### src/rtl/camera_view_matrix_assert.svh
// Assertion macros shared by the camera view matrix RTL.
// Each macro checks a property on the rising edge of the given clock and
// is disabled while the active-low reset is asserted.
`ifndef CAMERA_VIEW_MATRIX_ASSERT_SVH
`define CAMERA_VIEW_MATRIX_ASSERT_SVH

`ifndef SYNTHESIS

// Same-cycle implication.
`define CVM_ASSERT_IMP(name, clk, rst_n, ante, cons, msg) \
    name: assert property (@(posedge clk) disable iff (!rst_n) (ante) |-> (cons)) \
        else $error(msg);

// Next-cycle implication.
`define CVM_ASSERT_NEXT(name, clk, rst_n, ante, cons, msg) \
    name: assert property (@(posedge clk) disable iff (!rst_n) (ante) |=> (cons)) \
        else $error(msg);

`else

`define CVM_ASSERT_IMP(name, clk, rst_n, ante, cons, msg)
`define CVM_ASSERT_NEXT(name, clk, rst_n, ante, cons, msg)

`endif

`endif

### src/rtl/cvm_pkg.sv
package cvm_pkg;

    // Defaults for the top-level parameters.
    localparam int COORD_WIDTH_DEF = 32;
    localparam int FRAC_BITS_DEF   = 16;

    // Fixed field widths.
    localparam int UP_WIDTH        = 18;
    localparam int OUT_WIDTH       = 32;
    localparam int CFG_INDEX_WIDTH = 3;

    // Normalization window: the largest magnitude is scaled into [2^29, 2^30).
    localparam int NORM_LO = 29;
    localparam int NORM_HI = 30;

    // Square root and divider widths.
    localparam int SQ_WIDTH    = 64;
    localparam int SQRT_STEPS  = SQ_WIDTH / 2;
    localparam int LEN_WIDTH   = 31;

    // Operation codes.
    localparam logic [1:0] OP_PLACE  = 2'd0;
    localparam logic [1:0] OP_MOVE   = 2'd1;
    localparam logic [1:0] OP_MATRIX = 2'd2;

    // Configuration register indexes.
    localparam logic [CFG_INDEX_WIDTH-1:0] REG_DIR_X = 3'd0;
    localparam logic [CFG_INDEX_WIDTH-1:0] REG_DIR_Y = 3'd1;
    localparam logic [CFG_INDEX_WIDTH-1:0] REG_DIR_Z = 3'd2;
    localparam logic [CFG_INDEX_WIDTH-1:0] REG_UP_X  = 3'd3;
    localparam logic [CFG_INDEX_WIDTH-1:0] REG_UP_Y  = 3'd4;
    localparam logic [CFG_INDEX_WIDTH-1:0] REG_UP_Z  = 3'd5;

    // Command to the shared square root / divide unit.
    typedef struct packed {
        logic start;
        logic is_div;
    } cvm_rd_cmd_t;

    // Next vector component, wrapping after z.
    function automatic logic [1:0] next_comp(input logic [1:0] i);
        logic [1:0] r;
        case (i)
            2'd0:    r = 2'd1;
            2'd1:    r = 2'd2;
            default: r = 2'd0;
        endcase
        return r;
    endfunction

endpackage

### src/rtl/cvm_root_div.sv
// Iterative integer square root (two radicand bits per cycle) and
// restoring divider (one quotient bit per cycle) sharing one control.
module cvm_root_div
    import cvm_pkg::*;
#(
    parameter int FRAC_BITS = FRAC_BITS_DEF
)(
    input  logic                  clk,
    input  logic                  rst_n,
    input  cvm_rd_cmd_t           cmd,
    input  logic [SQ_WIDTH-1:0]   radicand,
    input  logic [LEN_WIDTH-1:0]  dividend,
    input  logic [LEN_WIDTH-1:0]  divisor,
    output logic                  done,
    output logic [LEN_WIDTH-1:0]  root,
    output logic [FRAC_BITS:0]    quotient
);

    localparam int CNT_MAX = (SQRT_STEPS - 1 > FRAC_BITS) ? SQRT_STEPS - 1 : FRAC_BITS;
    localparam int CNT_W   = $clog2(CNT_MAX + 1);

    typedef enum logic [1:0] {RD_IDLE, RD_SQRT, RD_DIV} rd_state_t;

    rd_state_t               state_reg;
    logic                    done_reg;
    logic [CNT_W-1:0]        cnt_reg;
    logic [SQ_WIDTH-1:0]     n_reg;
    logic [SQ_WIDTH-1:0]     r_reg;
    logic [LEN_WIDTH:0]      rem_reg;
    logic [FRAC_BITS:0]      q_reg;

    logic [SQ_WIDTH-1:0]     bit_v;
    logic [SQ_WIDTH-1:0]     trial;
    logic                    sq_ge;
    logic [LEN_WIDTH:0]      rem_sh;
    logic                    div_ge;
    logic                    start_ge;

    always_comb
    begin
        bit_v    = SQ_WIDTH'(1) << {cnt_reg, 1'b0};
        trial    = r_reg + bit_v;
        sq_ge    = (n_reg >= trial);
        rem_sh   = {rem_reg[LEN_WIDTH-1:0], 1'b0};
        div_ge   = (rem_sh >= {1'b0, divisor});
        start_ge = (dividend >= divisor);
    end

    always_ff @(posedge clk or negedge rst_n)
    begin
        if (!rst_n)
        begin
            state_reg <= RD_IDLE;
            done_reg  <= 1'b0;
            cnt_reg   <= '0;
        end
        else
        begin
            done_reg <= 1'b0;
            case (state_reg)
                RD_IDLE:
                begin
                    if (cmd.start)
                    begin
                        if (cmd.is_div)
                        begin
                            cnt_reg   <= CNT_W'(FRAC_BITS);
                            state_reg <= RD_DIV;
                        end
                        else
                        begin
                            cnt_reg   <= CNT_W'(SQRT_STEPS - 1);
                            state_reg <= RD_SQRT;
                        end
                    end
                end
                RD_SQRT:
                begin
                    cnt_reg <= cnt_reg - 1'b1;
                    if (cnt_reg == '0)
                    begin
                        done_reg  <= 1'b1;
                        state_reg <= RD_IDLE;
                    end
                end
                RD_DIV:
                begin
                    cnt_reg <= cnt_reg - 1'b1;
                    if (cnt_reg == CNT_W'(1))
                    begin
                        done_reg  <= 1'b1;
                        state_reg <= RD_IDLE;
                    end
                end
                default:
                begin
                    state_reg <= RD_IDLE;
                end
            endcase
        end
    end

    always_ff @(posedge clk)
    begin
        case (state_reg)
            RD_IDLE:
            begin
                if (cmd.start)
                begin
                    n_reg   <= radicand;
                    r_reg   <= '0;
                    rem_reg <= start_ge ? {1'b0, dividend - divisor} : {1'b0, dividend};
                    q_reg   <= {{FRAC_BITS{1'b0}}, start_ge};
                end
            end
            RD_SQRT:
            begin
                if (sq_ge)
                begin
                    n_reg <= n_reg - trial;
                    r_reg <= (r_reg >> 1) + bit_v;
                end
                else
                begin
                    r_reg <= r_reg >> 1;
                end
            end
            RD_DIV:
            begin
                rem_reg <= div_ge ? rem_sh - {1'b0, divisor} : rem_sh;
                q_reg   <= {q_reg[FRAC_BITS-1:0], div_ge};
            end
            default:
            begin
            end
        endcase
    end

    assign done     = done_reg;
    assign root     = r_reg[LEN_WIDTH-1:0];
    assign quotient = q_reg;

endmodule

### config.mk
export PLATFORM = sky130hd
export DESIGN_NAME = cvm_root_div
export DESIGN_NICKNAME = d
export VERILOG_FILES = /design/src/rtl/camera_view_matrix_assert.svh /design/src/rtl/cvm_pkg.sv /design/src/rtl/cvm_root_div.sv
export SDC_FILE = /design/constraint.sdc
export NUM_CORES = 1
export LEC_CHECK = 0
export BUFFER_PORTS_ARGS = -buffer_cell sky130_fd_sc_hd__buf_2
export CAP_MARGIN = 10
export CORE_MARGIN = 5
export CORE_UTILIZATION = 40
export CTS_BUF_LIST = sky130_fd_sc_hd__clkbuf_8
export DETAILED_ROUTE_END_ITERATION = 8
export PLACE_DENSITY = 0.55
export SYNTH_ARGS = -nofsm -noshare
export SYNTH_HDL_FRONTEND = slang
export SYNTH_SLANG_ARGS = --single-unit
export TNS_END_PERCENT = 10
### constraint.sdc
create_clock -name clk -period 15.22 [get_ports clk]
set_input_delay 0 -clock clk [delete_from_list [all_inputs] [get_ports clk]]
set_output_delay 0 -clock clk [all_outputs]
set_load 0.01 [all_outputs]
# Word-level counts from Yosys, hierarchy flattened
# Index checks and enable logic that the tools add are counted.
dict set report totals {
  regBits 184
  wordCells 58
  inputBits 130
  output_inout_bits 49
}
dict set report op_classes {
  mux 23
  add_sub_neg 6
  order_cmp 3
  eq_ne 7
  reduce_logical 11
  shift 1
}
# op n
set op_table {}
lappend op_table {{$mux W64} 4}
lappend op_table {{$pmux W64 S2} 2}
lappend op_table {{$mux W31} 3}
lappend op_table {{$add A63 B64 Y64} 1}
lappend op_table {{$add A64 B64 Y64} 1}
lappend op_table {{$ge A64 B64 Y1} 1}
lappend op_table {{$shl A1 B6 Y64 const A} 1}
lappend op_table {{$sub A64 B64 Y64} 1}
lappend op_table {{$pmux W31 S2} 1}
lappend op_table {{$sub A31 B31 Y31} 2}
lappend op_table {{$pmux W17 S2} 1}
lappend op_table {{$ge A32 B31 Y1} 1}
lappend op_table {{$ge A31 B31 Y1} 1}
lappend op_table {{$mux W17} 1}
lappend op_table {{$pmux W5 S2} 1}
lappend op_table {{$mux W2} 4}
lappend op_table {{$ne A2 B2 Y1 const B} 4}
lappend op_table {{$pmux W2 S3} 1}
lappend op_table {{$reduce_and A2 Y1} 3}
lappend op_table {{$reduce_and A3 Y1} 2}
lappend op_table {{$reduce_bool A2 Y1} 3}
lappend op_table {{$eq A5 B1 Y1 const B} 1}
lappend op_table {{$logic_not A5 Y1} 1}
lappend op_table {{$mux W5} 1}
lappend op_table {{8 further kinds} 9}

# Depth between registers and ports, before layout
# Gate-level depths: netlist of the first run.
dict set report depth {
  depth_word 5
  mapped_depth 28
}

# Worst setup path after synthesis of the first run
# OpenSTA, ideal clock, no wires.
dict set report synth_path {
  path_type {register to register}
  startpoint {register state_reg[1]}
  endpoint {register n_reg[0] (enable)}
  n_path_buf 2
  synth_period_minus_slack_ps 11149
  path_slack_ps 4071
  t_required_ps 14637
  path_stages_with_launch 8
  t_arrival_ps 10566
  cell_sequence {dfrtp_1 > inv_1 > ha_1 > clkbuf_1 > inv_1 > clkbuf_1 > o21ai_0 > a21boi_0}
}
dict set report synth_via {
  elab_chain_len 3
  word_cells_on_any_way 6
  classes_between {3 x eq/ne; 3 x reduce/logical}
}
# item line
set synth_rtl {}
lappend synth_rtl {{start: declaration} cvm_root_div.sv:24} ;# rd_state_t state_reg;
lappend synth_rtl {{start signal: assignment} cvm_root_div.sv:53} ;# state_reg <= RD_IDLE;
lappend synth_rtl {{start signal: assignment} cvm_root_div.sv:68} ;# state_reg <= RD_DIV;
lappend synth_rtl {{start signal: assignment} cvm_root_div.sv:73} ;# state_reg <= RD_SQRT;
lappend synth_rtl {{$eq A2 B1 Y1 / $logic_not A2 Y1 (equally long branches)} cvm_root_div.sv:105} ;# case (state_reg)
lappend synth_rtl {{$ne A2 B2 Y1 (no source line) / $reduce_bool A2 Y1 (equally long branches)} --}
lappend synth_rtl {{$reduce_and A3 Y1 (no source line) (*)} --}
lappend synth_rtl {{end signal: assignment} cvm_root_div.sv:110} ;# n_reg <= radicand;
lappend synth_rtl {{end signal: assignment} cvm_root_div.sv:120} ;# n_reg <= n_reg - trial;
lappend synth_rtl {{end: declaration} cvm_root_div.sv:27} ;# logic [SQ_WIDTH-1:0] n_reg;
# Every way passes the cells marked *; elsewhere a longest branch is shown, timed or not.
# A chain may end at the register's enable or synchronous reset.

# Final worst setup path of the first run
dict set report layout_path {
  startpoint {register cnt_reg[0]}
  endpoint {register n_reg[58] (enable)}
}
dict set report layout_via {
  elab_chain_len 5
}
# item line
set layout_rtl {}
lappend layout_rtl {{start: declaration} cvm_root_div.sv:26} ;# logic [CNT_W-1:0] cnt_reg;
lappend layout_rtl {{start signal: assignment} cvm_root_div.sv:67} ;# cnt_reg <= CNT_W'(FRAC_BITS);
lappend layout_rtl {{start signal: assignment} cvm_root_div.sv:72} ;# cnt_reg <= CNT_W'(SQRT_STEPS - 1);
lappend layout_rtl {{start signal: assignment} cvm_root_div.sv:79} ;# cnt_reg <= cnt_reg - 1'b1;
lappend layout_rtl {{$shl A1 B6 Y64} cvm_root_div.sv:41} ;# bit_v = SQ_WIDTH'(1) << {cnt_reg, 1'b0};
lappend layout_rtl {{$add A64 B64 Y64} cvm_root_div.sv:42} ;# trial = r_reg + bit_v;
lappend layout_rtl {{$ge A64 B64 Y1} cvm_root_div.sv:43} ;# sq_ge = (n_reg >= trial);
lappend layout_rtl {{$ne A2 B2 Y1 (no source line)} --}
lappend layout_rtl {{$reduce_and A3 Y1 (no source line)} --}
# No other way between the ends.

==> out/qor.txt, run 1 <==
GPL Wtd Cong: 0.945
DRC Markers: 0
Initial antenna violation count: 1
Die height: 237 um
Worst slack at placement: 7.52 ns
Least-Margin Pin Slew: 1.17 ns
Mapped cell area: 20600 um^2
Setup TNS Final: 0 ns
Routed WL per cell: 19.8 um
Total routed wirelength: 66300 um
Routed Antenna Nets: 0
Crit path kind: flip-flop to flip-flop
Post-synthesis sequential area ratio: 26.6%
CP endpoint kind: flip-flop
#FFs+latches synth: 184
Die area: 56200 um^2
Worst r2r path cells: 25
Final Skew: 0.0209 ns
Drt pass-1 iters: 5
Worst setup startpoint: cnt_reg[0]
Hpwl dp: 51300 um
Maxcap violations: 0
H-Tree Depth: 4
Commonest cells after routing, fill and taps aside: nand2_1 (229), a21oi_1 (209), ha_1 (196), o21ai_0 (195), nor2_1 (191)
Post-cts sizing count: 0
Setup ws final: 7.31 ns
Synth Net Count: 2813
Status: complete, no violations
Async SR Flop Fraction: 4.35%
Share of cells above drive strength 1: 12.3%
Pleak: 0.00932 uW
WHS: 0.0475 ns
Critical path arrival: 8.12 ns
Worst rel slew slack: 21.7%
Nets@finish: 2985
Rows: 83
Die width: 237 um
Final setup viols: 0
CTS Buf Count: 17
CTS tree: yes
RSZ-0062 raised after global routing: no
Initial core utilization: 40.3%
Met2 WL: 32000 um
Startpoint Class: flip-flop
Number of global-route vias before repair: 19085
Post-synth EDFFs: 176
Synth Flop Type: edfxtp_1
Clk_lat worst skew: 0.59 ns
Fmax: 126 MHz
Largest net degree at the start of global routing: 69
Commonest non-fill, non-tap cell in the layout: nand2_1
First-pass GRT wire length: 104000 um
CP required: 15.43 ns
Syn-to-layout area delta: 12.7%
IO Count: 179
PwrDens: 226 nW/um^2
Slew Viols, Final: 0
CTS Sinks: 184
Postcts setup bufs: 0
Maximum vdd drop: 0.146 mV
Reg clk slew, reported paths: 0.11 ns
# fillers: 5161
Syn Area/Cell: 8.31 um^2
Synthesis Warnings: 0
Bufs on Longest Clock Path: 2
Final min period: 7.91 ns
Met3 wire length: 3310 um
Final worst path period share: 51.9%
Final hold violation count: 0
Hold WC Path Type: input pin to flip-flop
GRT overflow: 0
Worst-path fanout max: 64
Initial DRC count: 1386
M1 WL: 29300 um
Reg-to-reg startpoint: cnt_reg[0]
Worst Hold Depth: 4
Mapped Cells: 2482
Core Region: 51200 um^2
Vias per inst: 5.81
All-Layer GR Usage: 23.0%
Yosys cell types: 90
DR top layer: met4
Port Buffers: 178
Min-Delay Startpoint: dividend[22]
Root buffer cell: clkbuf_8
Vias: 19455
routing by layer:
| metal | up-vias | global-route usage (%) |
|---|---|---|
| met5 | - | 0 |
| met1 | 9321 | 29.7 |
| met4 | 0 | 7.17 |
| met3 | 93 | 4.15 |
| li1 | 9528 | - |
| met2 | 513 | 39.1 |
synthesized netlist by cell type, types with 13 or more instances:
cell type	number	share of area, %
o211ai_1	20	0.73
or3_1	20	0.61
a31o_2	13	0.55
clkbuf_1	92	1.7
nor3_1	39	0.95
inv_1	90	1.6
nor2_1	192	3.5
o31ai_1	14	0.51
mux2_2	53	2.9
edfxtp_1	176	26
xor2_1	99	4.2
nor2b_1	24	0.73
xnor2_1	119	5.1
nand2b_1	35	1.1
nand4_1	56	1.7
a31oi_1	71	2.2
mux2i_1	17	0.83
o21a_1	26	0.95
nand2_1	229	4.2
a21o_1	74	2.7
and3_1	24	0.73
a211oi_1	39	1.4
nand3_1	53	1.3
or2_2	13	0.39
a21boi_0	14	0.51
buf_4	31	1.1
o21ai_0	198	4.8
o21bai_1	41	1.5
and2_1	42	1.3
ha_1	198	12
a21oi_1	209	5.1
kinds of logic (layout without fill, tap and decap cells):
family,Yosys count,in the layout,share of synthesized area [%]
mux,70,70,3.72
simple gates,764,764,17.8
other cells,0,3,0
fa+ha+maj,202,202,12.4
buf+inv,227,412,4.84
xor+xnor,218,218,9.26
flops,184,184,26.6
compound gates,817,817,25.4
where the power goes:
group	total (uW)	leakage, uW	switching, uW	internal, uW
sequential	1200	0.00180	279	920
combinational	3700	0.00735	2280	1420
clock	349	0.000177	207	142
worst max-delay path, stage by stage, from the launching register on:
cell	delay, ns
dfrtp_1	0.45
inv_1	0.13
ha_1	0.25
nand2b_1	0.17
nor2_1	0.09
ha_1	0.36
nand4_1	0.15
o21ai_0	0.46
a31oi_1	0.20
a2111oi_2	0.54
o21bai_1	0.23
a21oi_2	0.31
a31oi_1	0.16
nor2_1	0.23
a41o_1	0.22
xnor2_1	0.10
ha_1	0.42
nand2_1	0.15
nor2_1	0.20
nand2_1	0.09
nor2_1	0.27
o2111a_1	1.03
nor2_2	0.06
buf_4	0.28
a21boi_4	0.17
buf_4	0.70
worst paths after layout:
kind	end	slack, ns
min	rem_reg[22]	0.05
max reg2reg	n_reg[58]	7.31
max	n_reg[58]	7.31
min in group asynchronous	state_reg[0]	0.41
max in group asynchronous	state_reg[1]	14.52
min reg2reg	quotient[11]	0.56
stage by stage:
| stage | std cells | power [uW] | util, % | area [um^2] |
|---|---|---|---|---|
| global placement | 3216 | 4820 | 42.7 | 21900 |
| finish | 3350 | 5240 | 45.4 | 23200 |
| detailed placement | 3216 | 4840 | 42.7 | 21900 |
| floorplan | 2482 | 3910 | - | 20600 |
| global route | 3349 | 5680 | 45.4 | 23200 |
| CTS | 3347 | 5240 | 45.4 | 23200 |
layout make-up:
cell class / count / area (um^2) / share of cell area [%]
timing repair buffer: 290 / 1980 / 8.52
tap: 680 / 851 / 3.66
sequential: 184 / 5490 / 23.6
clock buffer: 17 / 234 / 1.01
inverter: 90 / 338 / 1.45
multi-input combinational: 2071 / 14200 / 61.1
clock inverter: 15 / 138 / 0.592
antenna: 3 / 7.51 / 0.0323
what timing repair did:
item / 4_1_cts / 5_1_grt
hold buffers: 99 / 0
setup endpoints to repair: 0 / 0
endpoints found under the hold margin: 108 / 0
Note: power is estimated with default switching activity, not from simulation.
==> run 2, diff against run 1 <==
ABC_AREA = 1   (was not set)
PLACE_DENSITY = 0.57   (was 0.55)
clock period = 7 ns   (was 15.22 ns; I/O delays follow)
==> run 2 against run 1 <==
Against the previous run: non-clock buffer count up 10; combinational power grew to 2.7 times the previous value; via count is 44% higher; setup slack got worse by 6.5 ns; flip-flop and latch count is the same; synthesized cell count up 68%; clock-buffer cell count is the same.
==> out/qor.txt, run 2 <==
Port Buffers: 178 (unchanged)
Critical path arrival: 6.44 ns (was 8.12 ns)
Bufs on Longest Clock Path: 2 (unchanged)
Startpoint Class: flip-flop (unchanged)
Commonest non-fill, non-tap cell in the layout: nand2_1 (unchanged)
Final min period: 6.16 ns (was 7.91 ns)
First-pass GRT wire length: 149000 um (was 104000 um)
DRC Markers: 0 (unchanged)
R2R setup slack: 0.84 ns (was 7.31 ns)
Met1 usage: 41.3% (was 29.7%)
Slew Viols, Final: 0 (unchanged)
Vias per inst: 5.35 (was 5.81)
Core Region: 62700 um^2 (was 51200 um^2)
CTS Buf Count: 17 (unchanged)
Root buffer cell: clkbuf_8 (unchanged)
Routed WL per cell: 18.9 um (was 19.8 um)
Initial DRC count: 2853 (was 1386)
Yosys cell types: 52 (was 90)
Synth Flop Type: edfxtp_1 (unchanged)
Clk_lat worst skew: 0.62 ns (was 0.59 ns)
Post-synth EDFFs: 176 (unchanged)
PwrDens: 480 nW/um^2 (was 226 nW/um^2)
Share of cells above drive strength 1: 6.69% (was 12.3%)
Initial antenna violation count: 1 (unchanged)
Maxcap violations: 0 (unchanged)
RSZ-0062 raised after global routing: no (unchanged)
All-Layer GR Usage: 28.4% (was 23.0%)
Nets@finish: 4725 (was 2985)
Area of the multi-input gates: 16900 um^2 (was 14200 um^2)
Crit path kind: flip-flop to flip-flop (unchanged)
Commonest cells after routing, fill and taps aside: nand2_1 (1218), inv_1 (596), nor2_1 (544), a21oi_1 (294), o21ai_0 (277) (was nand2_1 (229), a21oi_1 (209), ha_1 (196), o21ai_0 (195), nor2_1 (191))
Hpwl dp: 82700 um (was 51300 um)
Rows: 92 (was 83)
Die height: 261 um (was 237 um)
CTS tree: yes (unchanged)
Synthesis Warnings: 0 (unchanged)
Mapped Cells: 4163 (was 2482)
Register area: 5490 um^2 (unchanged)
Reg clk slew, reported paths: 0.13 ns (was 0.11 ns)
Cts hold-fix bufs: 101 (was 99)
Final worst path period share: 88.0% (was 51.9%)
GR peak layer: met2 (unchanged)
Drt pass-1 iters: 8 (was 5)
Area share of the largest cell type after synthesis: 21.0% (was 25.6%)
Total routed wirelength: 99500 um (was 66300 um)
Postcts setup bufs: 0 (unchanged)
Pleak: 0.0126 uW (was 0.00932 uW)
H-Tree Depth: 4 (unchanged)
Number of global-route vias before repair: 26271 (was 19085)
Least-Margin Pin Slew: 0.861 ns (was 1.17 ns)
Area contributors post-synth: edfxtp_1 (21%), nand2_1 (18%), ha_1 (9.8%) (was edfxtp_1 (26%), ha_1 (12%), a21oi_1 (5.1%))
Initial core utilization: 40.2% (was 40.3%)
CP endpoint kind: flip-flop (unchanged)
Synth Net Count: 4494 (was 2813)
Met2 Use GR: 44.1% (was 39.1%)
Final Skew: 0.0289 ns (was 0.0209 ns)
Worst-path fanout max: 64 (unchanged)
Post-DP Area: 26800 um^2 (was 21900 um^2)
Final setup viols: 0 (unchanged)
WHS: 0.0771 ns (was 0.0475 ns)
GPL Wtd Cong: 0.990 (was 0.945)
Grt met3 use: 4.09% (was 4.15%)
Routed Antenna Nets: 0 (unchanged)
CP max stage cell: nor4_1 (was o2111a_1)
IO Count: 179 (unchanged)
CTS Sinks: 184 (unchanged)
Post-cts sizing count: 0 (unchanged)
CP required: 7.27 ns (was 15.43 ns)
#FFs+latches synth: 184 (unchanged)
Hold WC Path Type: input pin to flip-flop (unchanged)
Setup TNS Final: 0 ns (unchanged)
Post-synthesis sequential area ratio: 21.8% (was 26.6%)
# fillers: 6794 (was 5161)
Mapped cell area: 25200 um^2 (was 20600 um^2)
Largest net degree at the start of global routing: 65 (was 69)
Worst rel slew slack: 42.0% (was 21.7%)
Max incr delay on CP: 0.46 ns (was 1.03 ns)
Die width: 261 um (was 237 um)
Post-synth top cells: nand2_1 (1218), inv_1 (597), nor2_1 (544), a21oi_1 (296), o21ai_0 (277) (was nand2_1 (229), a21oi_1 (209), ha_1 (198), o21ai_0 (198), nor2_1 (192))
GRT overflow: 0 (unchanged)
Fmax: 162 MHz (was 126 MHz)
Vias: 28085 (was 19455)
Syn-to-layout area delta: 12.3% (was 12.7%)
Final instance area: 28300 um^2 (was 23200 um^2)
Maximum vdd drop: 0.218 mV (was 0.146 mV)
Most numerous cell in the Yosys netlist: nand2_1 (unchanged)
Status: complete, no violations (unchanged)
Cell mode on critical path: nand2_1 (was nor2_1)
Die area: 68100 um^2 (was 56200 um^2)
Syn Area/Cell: 6.05 um^2 (was 8.31 um^2)
Synth area leader: edfxtp_1 (unchanged)
Final hold violation count: 0 (unchanged)
Async SR Flop Fraction: 4.35% (unchanged)
run 2: cell types whose count changed after synthesis, sizes merged, moves of 36 or more:
cell,change
o21ai,+98
a211oi,-36
nand2,+995
a21oi,+95
xor2,-61
mux2,-53
and2,-40
inv,+515
nand3,+182
clkbuf,-67
a21o,-54
nor2,+359
a31oi,-58
run 2: critical path: cells and delay by family, from the launching register on:
kind / cells / cell delay (ns)
flops: 1 / 0.43
buf+inv: 6 / 0.91
compound gates: 3 / 0.72
simple gates: 17 / 2.50
xor+xnor: 1 / 0.07
fa+ha+maj: 3 / 1.07
run 2: kinds of logic after synthesis:
family / Yosys count / share of synthesized area [%]
flip-flops: 184 / 21.8
AO/OA/AOI/OAI: 755 / 16.6
AND/OR/NAND/NOR: 2204 / 36.1
XOR/XNOR: 124 / 4.31
adder cells (fa/ha/maj): 201 / 10.1
buffers and inverters: 695 / 11.1
run 2: area by class of cell:
cell class / instances / area share (%)
Antenna cell: 1 / 0.00885
Clock buffer: 17 / 0.827
Clock inverter: 15 / 0.756
Inverter: 607 / 8.06
Multi-Input combinational cell: 3284 / 59.9
Sequential cell: 184 / 19.4
Tap cell: 846 / 3.74
Timing Repair Buffer: 300 / 7.32
run 2: layer usage:
metal / vias up / wire length [um]
li1: 14068 / -
met1: 12885 / 46800
met2: 1012 / 42600
met3: 120 / 7490
met4: 0 / 2540
met5: - / 0
run 2: through the flow:
| step | setup WS [ns] | total power [uW] | cells | util (%) |
|---|---|---|---|---|
| after floorplan | 0.824 | 9490 | 4163 | - |
| after global placement | 1.05 | 12400 | 5120 | 42.8 |
| after detailed placement | 1.02 | 12400 | 5120 | 42.8 |
| after CTS | 0.985 | 13400 | 5253 | 45.1 |
| after global routing | 0.456 | 14700 | 5254 | 45.1 |
| final | 0.837 | 13600 | 5254 | 45.1 |
run 2: path summary, 6_finish.rpt:
kind                              startpoint      endpoint  depth (start not counted)
worst max register to register    cnt_reg[1]     n_reg[44]                         30
worst min register to register  state_reg[1]  state_reg[1]                          2
worst min-delay path                  cmd[1]    cnt_reg[4]                          5
worst max-delay path              cnt_reg[1]     n_reg[44]                         30
max in group asynchronous              rst_n    cnt_reg[3]                          3
min in group asynchronous              rst_n  state_reg[1]                          3
run 2: where the power goes:
part / switching (uW) / leakage [uW] / internal, uW / total [uW]
Clock: 567 / 0.000222 / 289 / 856
Combinational: 6690 / 0.0105 / 3150 / 9830
Sequential: 796 / 0.00184 / 2100 / 2890
Total: 8050 / 0.0126 / 5530 / 13600
